### config.mk
export PLATFORM = sky130hd
export DESIGN_NAME = ticketed_ring_queue
export DESIGN_NICKNAME = d
export VERILOG_FILES = /design/src/hdl/tkrq_pkg.sv /design/src/hdl/tkrq_store.sv /design/src/hdl/tkrq_ctrl.sv /design/src/hdl/ticketed_ring_queue.sv
export SDC_FILE = /design/constraint.sdc
export NUM_CORES = 2
export LEC_CHECK = 0
export ABC_AREA = 1
export BUFFER_PORTS_ARGS = -buffer_cell sky130_fd_sc_hd__buf_2
export CAP_MARGIN = 30
export CORE_ASPECT_RATIO = 1.4
export CORE_MARGIN = 5
export CORE_UTILIZATION = 35
export CTS_CLUSTER_DIAMETER = 200
export DETAILED_ROUTE_END_ITERATION = 12
export PLACE_DENSITY = 0.57
export SLEW_MARGIN = 20
export SYNTH_ARGS = -nofsm -noshare
export SYNTH_HDL_FRONTEND = slang
export SYNTH_SLANG_ARGS = --single-unit
### constraint.sdc
create_clock -name clk -period 11.4 [get_ports clk]
set_input_delay 1.14 -clock clk [delete_from_list [all_inputs] [get_ports clk]]
set_output_delay 1.14 -clock clk [all_outputs]
set_load 0.03 [all_outputs]
### src/hdl/tkrq_pkg.sv
package tkrq_pkg;

  localparam int unsigned POS_W       = 64;
  localparam int unsigned DATA_W      = 64;
  localparam int unsigned IN_TDATA_W  = 128;
  localparam int unsigned IN_TUSER_W  = 4;
  localparam int unsigned OUT_TDATA_W = 128;
  localparam int unsigned OUT_TUSER_W = 3;

  typedef enum logic [2:0] {
    KIND_PUBLISH = 3'd0,
    KIND_PEEK    = 3'd1,
    KIND_COMMIT  = 3'd2,
    KIND_ACK     = 3'd3,
    KIND_REINIT  = 3'd4
  } kind_t;

  typedef enum logic [1:0] {
    STAT_PUBLISHED = 2'd0,
    STAT_FULL      = 2'd1,
    STAT_INVALID   = 2'd2
  } status_t;

  typedef enum logic {
    S_IDLE = 1'b0,
    S_READ = 1'b1
  } state_t;

  typedef struct packed {
    logic             ok;
    status_t          status;
    logic [POS_W-1:0] pout;
    logic             peek;
  } dec_t;

endpackage

### src/hdl/tkrq_store.sv
module tkrq_store
  #(
    parameter int unsigned CAPACITY   = 16,
    parameter int unsigned ENTRY_BITS = 64,
    localparam int unsigned SLOT_W    = $clog2(CAPACITY)
  )
  (
    input  logic                  clk,
    input  logic                  wr_en,
    input  logic [SLOT_W-1:0]     wr_addr,
    input  logic [ENTRY_BITS-1:0] wr_data,
    input  logic [SLOT_W-1:0]     rd_addr,
    output logic [ENTRY_BITS-1:0] rd_data
  );

  logic [ENTRY_BITS-1:0] mem [CAPACITY];

  always_ff @(posedge clk) begin
    if (wr_en) begin
      mem[wr_addr] <= wr_data;
    end
  end

  always_ff @(posedge clk) begin
    rd_data <= mem[rd_addr];
  end

endmodule

### src/hdl/tkrq_ctrl.sv
module tkrq_ctrl
  import tkrq_pkg::*;
  #(
    parameter int unsigned CAPACITY = 16,
    localparam int unsigned SLOT_W  = $clog2(CAPACITY)
  )
  (
    input  logic              clk,
    input  logic              rst_n,
    input  logic              accept,
    input  logic [2:0]        kind,
    input  logic [POS_W-1:0]  position,
    input  logic              ticket_valid,
    output logic              wr_en,
    output logic [SLOT_W-1:0] wr_slot,
    output logic [SLOT_W-1:0] rd_slot,
    output dec_t              dec
  );

  logic [POS_W-1:0] pub_r, pub_nxt;
  logic [POS_W-1:0] com_r, com_nxt;
  logic [POS_W-1:0] pend;
  logic [POS_W-1:0] ack_diff;
  logic             over, full, avail;
  logic             do_pub;

  assign pend     = pub_r - com_r;
  assign ack_diff = com_r - position;
  assign over     = pend > POS_W'(CAPACITY);
  assign full     = pend == POS_W'(CAPACITY);
  assign avail    = !over && (pend != '0);

  assign wr_slot = pub_r[SLOT_W-1:0];
  assign rd_slot = com_r[SLOT_W-1:0];
  assign wr_en   = accept && do_pub;

  always_comb begin
    dec     = '0;
    do_pub  = 1'b0;
    pub_nxt = pub_r;
    com_nxt = com_r;
    unique case (kind_t'(kind))
      KIND_PUBLISH: begin
        if (over) begin
          dec.status = STAT_INVALID;
        end else if (full) begin
          dec.status = STAT_FULL;
        end else begin
          do_pub   = 1'b1;
          pub_nxt  = pub_r + 1'b1;
          dec.ok   = 1'b1;
          dec.pout = pub_r + 1'b1;
        end
      end
      KIND_PEEK: begin
        if (avail) begin
          dec.ok   = 1'b1;
          dec.peek = 1'b1;
          dec.pout = com_r;
        end
      end
      KIND_COMMIT: begin
        if (avail && (position == com_r)) begin
          com_nxt = com_r + 1'b1;
          dec.ok  = 1'b1;
        end
      end
      KIND_ACK: begin
        dec.ok = ticket_valid && !ack_diff[POS_W-1];
      end
      KIND_REINIT: begin
        pub_nxt = position;
        com_nxt = position;
        dec.ok  = 1'b1;
      end
      default: begin
      end
    endcase
  end

  always_ff @(posedge clk) begin
    if (!rst_n) begin
      pub_r <= '0;
      com_r <= '0;
    end else if (accept) begin
      pub_r <= pub_nxt;
      com_r <= com_nxt;
    end
  end

endmodule

### src/hdl/ticketed_ring_queue.sv
// Single-producer single-consumer ring queue with free-running 64-bit publish
// and commit positions; each transaction on the input carries one operation
// (publish, peek, commit, acknowledge query, reinit) and yields exactly one
// result transaction. Each operation runs as follows: the accept cycle updates
// the positions and writes or addresses the entry memory, and the next cycle
// picks up the registered memory read and loads the output register. A new
// transaction is taken once the previous result has left or is leaving the
// output register. Entry slot = position mod CAPACITY (a power of two).
module ticketed_ring_queue
  import tkrq_pkg::*;
  #(
    parameter int unsigned CAPACITY   = 16,
    parameter int unsigned ENTRY_BITS = 64
  )
  (
    input  logic                   clk,
    input  logic                   rst_n,
    input  logic                   in_tvalid,
    output logic                   in_tready,
    input  logic [IN_TDATA_W-1:0]  in_tdata,   // entry_data[63:0], position[127:64]
    input  logic [IN_TUSER_W-1:0]  in_tuser,   // kind[2:0], ticket_valid[3]
    output logic                   out_tvalid,
    input  logic                   out_tready,
    output logic [OUT_TDATA_W-1:0] out_tdata,  // entry_out[63:0], position_out[127:64]
    output logic [OUT_TUSER_W-1:0] out_tuser   // ok[0], publish_status[2:1]
  );

  localparam int unsigned SLOT_W = $clog2(CAPACITY);

  state_t                state_r, state_nxt;
  logic                  accept;
  logic                  load;
  dec_t                  dec, dec_r;
  logic                  wr_en;
  logic [SLOT_W-1:0]     wr_slot, rd_slot;
  logic [ENTRY_BITS-1:0] rd_data;
  logic                  out_tvalid_r;
  logic [OUT_TDATA_W-1:0] out_tdata_r;
  logic [OUT_TUSER_W-1:0] out_tuser_r;
  logic [DATA_W-1:0]     entry_ext;

  assign in_tready = (state_r == S_IDLE) && (!out_tvalid_r || out_tready);
  assign accept    = in_tvalid && in_tready;

  tkrq_ctrl #(.CAPACITY(CAPACITY)) u_ctrl (
    .clk          (clk),
    .rst_n        (rst_n),
    .accept       (accept),
    .kind         (in_tuser[2:0]),
    .position     (in_tdata[127:64]),
    .ticket_valid (in_tuser[3]),
    .wr_en        (wr_en),
    .wr_slot      (wr_slot),
    .rd_slot      (rd_slot),
    .dec          (dec)
  );

  tkrq_store #(.CAPACITY(CAPACITY), .ENTRY_BITS(ENTRY_BITS)) u_store (
    .clk     (clk),
    .wr_en   (wr_en),
    .wr_addr (wr_slot),
    .wr_data (in_tdata[ENTRY_BITS-1:0]),
    .rd_addr (rd_slot),
    .rd_data (rd_data)
  );

  always_comb begin
    state_nxt = state_r;
    load      = 1'b0;
    unique case (state_r)
      S_IDLE: begin
        if (accept) begin
          state_nxt = S_READ;
        end
      end
      S_READ: begin
        load      = 1'b1;
        state_nxt = S_IDLE;
      end
      default: begin
        state_nxt = S_IDLE;
      end
    endcase
  end

  always_ff @(posedge clk) begin
    if (!rst_n) begin
      state_r <= S_IDLE;
    end else begin
      state_r <= state_nxt;
    end
  end

  always_ff @(posedge clk) begin
    if (accept) begin
      dec_r <= dec;
    end
  end

  assign entry_ext = dec_r.peek ? DATA_W'(rd_data) : '0;

  always_ff @(posedge clk) begin
    if (!rst_n) begin
      out_tvalid_r <= 1'b0;
    end else if (load) begin
      out_tvalid_r <= 1'b1;
    end else if (out_tready) begin
      out_tvalid_r <= 1'b0;
    end
  end

  always_ff @(posedge clk) begin
    if (load) begin
      out_tdata_r <= {dec_r.pout, entry_ext};
      out_tuser_r <= {dec_r.status, dec_r.ok};
    end
  end

  assign out_tvalid = out_tvalid_r;
  assign out_tdata  = out_tdata_r;
  assign out_tuser  = out_tuser_r;

endmodule

==> metrics.csv <==
metric,value,unit
status,"complete, no violations",
combPwrFrac,0.132,
rows,187,
finalSetupViolations,0,
vias,49000,
reg2reg_slack,4.99,ns
slowest_delay,0.93,ns
clockBufferDepth,3,
die-area,0.195,mm2
skew,0.0266,ns
r2r_cells,23,
first_global_vias,48300,
slew_headroom,0.319,
async_flop_share,0,
power_frac_seq,0.477,
start_util,0.352,
clock_latency,0.79,ns
avgSynthCellArea,9.93,um2
reg2reg_to,u_store.mem[12][2],
first_pass_iters,8,
core,0.185,mm2
synth-edff-count,1223,
synth_top_family_by_area,simple AND/OR/NAND/NOR gates,
switching_share,0.276,
cts_buffers,140,
grt_pass1_wl,319000,um
synth_flop_cell,edfxtp_1,
crit_buf_inv,3,
timing.hold.ws,0.413,ns
hold_buffers,0,
worstPathCellList,ha_1 -> fa_1 -> inv_1 -> nand3_1 -> nand2_1 -> nand3_1 -> nand3_1 -> nand2_1 -> nand2_1 -> nand2_1 -> nand3b_1 -> nand2_1 -> nand2_1 -> nor2_1 -> nand2_1 -> nor2_2 -> nand3_2 -> nor2_2 -> inv_2 -> nor2_2 -> nand2_1 -> nor2_4 -> buf_4,
vias_per_cell,5.25,
min_to,out_tdata[72],
cts_setup_buffers,0,
hold_depth,0,
syn_to_final_growth,13.8,%
wire_per_inst,23.3,um
finalCritPeriodShare,0.562,
grt_start_max_net_pins,168,
start_kind,flop,
io_buffers,268,
ant_nets,0,
chipWidth,375,um
drc,0,
synth_xor_xnor_area_share,0.0152,
wl,218000,um
final.min_clock_period,6.41,ns
clock_sinks,1417,
clk_pin_slew,0.06,ns
netlist_instances,6568,
syn_nets,6836,
p_int,8.77,mW
synthMuxAreaShare,0,
placed_cell_area,0.0694,mm2
power.leakage,28.0,nW
ys_types,50,
path_class,reg2reg,
tightest_slew,1.02,ns
peakVddDrop,148,uV
htree_levels,4,
grt_overflow,0,
power_density,163,mW/mm2
hold_path_class,reg2reg,
dp.final_hpwl,148000,um
cts_tree,done,
cp_common_cell,nand2_1,
cp.required,11.80,ns
ys_ff_latch,1417,
maxCapViolCount,0,
synth_compound_area_frac,0.111,
globalplace.congestion,0.963,
drive_above_1_share,0.0932,
r2r-start,u_ctrl.com_r[0],
netlist_area,0.0652,mm2
cpLargestDelayFamily,simple AND/OR/NAND/NOR gates,
clockPowerShare,0.391,
crit_fanout,75,
num_io_pins,269,
stdcell_area,0.0742,mm2
clockRootBuffer,clkbuf_16,
synth-simple-area-share,0.170,
cts_resized,0,
cp_slowest_cell,dfxtp_4,
die_height,521,um
endpoint_kind,flop,
drt-initial-drc-count,4018,
synth-seq-area-share,0.623,
cp.arrival,6.81,ns
ys_warn_count,0,
maxSlewViolCount,0,
finalSetupTns,0,ns
grt_usage,0.216,
max_freq,156,MHz
rsz0062_at_grt,no,
switchingPower,3.34,mW
nets,7022,
finalHoldViolCount,0,
min-delay-start,dec_r[9],
antenna_found_initial,25,
synthAdderAreaFrac,0.0254,
-- state kept, by name, summed over array words and instances (netlist names) --
| name | count |
|---|---|
| u_store.mem | 1024 |
| out_tdata | 128 |
| dec_r | 68 |
| u_ctrl.com_r | 64 |
| u_ctrl.pub_r | 64 |
| u_store.rd_data | 64 |
| out_tuser | 3 |
| out_tvalid | 1 |
| state_r | 1 |
-- synthesized netlist by cell type, types with 16 or more instances --
| library cell | n | share of area |
|---|---|---|
| inv_1 | 633 | 0.036 |
| a21oi_2 | 20 | 0.0027 |
| dfxtp_1 | 194 | 0.060 |
| a21oi_1 | 214 | 0.016 |
| o221ai_1 | 105 | 0.014 |
| nor3_1 | 83 | 0.0064 |
| ha_1 | 131 | 0.025 |
| nand4_1 | 62 | 0.0059 |
| clkbuf_1 | 251 | 0.014 |
| nand2_1 | 1214 | 0.070 |
| nor2_1 | 952 | 0.055 |
| nand3_1 | 298 | 0.023 |
| edfxtp_1 | 1223 | 0.56 |
| o22ai_1 | 151 | 0.014 |
| xor2_1 | 100 | 0.013 |
| buf_1 | 17 | 0.00098 |
| buf_2 | 26 | 0.0020 |
| nor4_1 | 41 | 0.0039 |
| o21ai_0 | 621 | 0.048 |
| o21bai_1 | 64 | 0.0074 |
| nand3b_1 | 21 | 0.0024 |
| o211ai_1 | 27 | 0.0031 |
| o21ai_1 | 16 | 0.0012 |
-- cell type report --
class | count | area (um2)
tap | 2457 | 3070
antenna | 10 | 25.0
sequential | 1417 | 40600
multi-input combinational | 4204 | 21200
timing repair buffer | 341 | 2200
clock buffer | 183 | 3790
inverter | 650 | 2460
fill | 18200 | 111000
clock inverter | 75 | 877
-- metrics by stage --
step / total power, mW / utilization / setup WS, ns / instances
floorplan: 6.86 / - / 3.13 / 6568
global placement: 7.49 / 0.373 / 4.29 / 9050
detailed placement: 7.49 / 0.374 / 5.01 / 9063
CTS: 12.2 / 0.400 / 5.00 / 9321
global route: 12.6 / 0.400 / 4.54 / 9331
finish: 12.1 / 0.400 / 4.99 / 9337
-- power groups by stage --
stage / clock (mW) / sequential (mW) / combinational, mW
4_1_cts: 4.85 / 5.78 / 1.60
3_3_place_gp: 0 / 5.90 / 1.60
3_5_place_dp: 0 / 5.90 / 1.59
5_1_grt: 5.06 / 5.79 / 1.76
6_report: 4.74 / 5.78 / 1.60
2_1_floorplan: 0 / 5.92 / 0.934
-- kinds of logic (layout without fill, tap and decap cells) --
family / count (synthesis) / count (layout)
buffers and inverters: 947 / 1249
AOI/OAI and AO/OA: 1252 / 1252
adders and majority gates: 132 / 132
other: 0 / 10
DFF: 1417 / 1417
xor gates and xnor gates: 113 / 113
and+or+nand+nor: 2707 / 2707
-- layout by cell type, fill, tap and decap left out, types with 7 or more instances in the layout --
cell type	n
edfxtp_1	1223
nand2_1	1213
nor2_1	935
inv_1	629
o21ai_0	621
nand3_1	297
buf_2	267
a21oi_1	214
dfxtp_1	190
o22ai_1	151
clkbuf_16	143
ha_1	131
o221ai_1	105
xor2_1	100
nor3_1	82
o21bai_1	64
nand4_1	62
buf_4	55
nor4_1	40
clkbuf_1	34
o211ai_1	27
clkinv_1	21
nand3b_1	21
clkinv_2	20
a21oi_2	20
nor2_4	17
o21ai_1	16
a211oi_1	14
inv_2	13
xnor2_1	13
nor2_2	12
buf_16	12
bufinv_16	11
diode_2	10
and2_1	7
-- per-layer routing --
layer  global-route usage  vias to the layer above  routed length (um)
met5                    0                        -                 179
met4               0.0850                       30                9180
met3               0.0368                      419               12400
met2                0.389                     1569              111000
met1                0.257                    24000               84800
li1                     -                    23100                   -
-- worst max-delay path by stage --
stage                                     end  cells past startpoint             from  slack, ns
after detailed placement  u_store.mem[12][16]                     23  u_ctrl.com_r[1]       5.01
after floorplan            u_store.mem[15][0]                      3          state_r       3.13
after CTS                 u_store.mem[12][14]                     23  u_ctrl.com_r[1]       5.00
after global routing       u_store.mem[12][2]                     25  u_ctrl.com_r[0]       4.54
after global placement     u_store.mem[13][3]                     26  u_ctrl.com_r[2]       4.29
final                      u_store.mem[12][2]                     23  u_ctrl.com_r[0]       4.99
-- worst reg2reg max path, stage by stage (launching register included) --
cell and delay, ns:
dfxtp_4 0.93, ha_1 0.41, fa_1 0.27, inv_1 0.06
nand3_1 0.10, nand2_1 0.13, nand3_1 0.11, nand3_1 0.18
nand2_1 0.14, nand2_1 0.19, nand2_1 0.15, nand3b_1 0.09
nand2_1 0.12, nand2_1 0.06, nor2_1 0.09, nand2_1 0.09
nor2_2 0.17, nand3_2 0.15, nor2_2 0.14, inv_2 0.27
nor2_2 0.27, nand2_1 0.29, nor2_4 0.65, buf_4 0.88
Note: power is estimated with default switching activity, not from simulation.
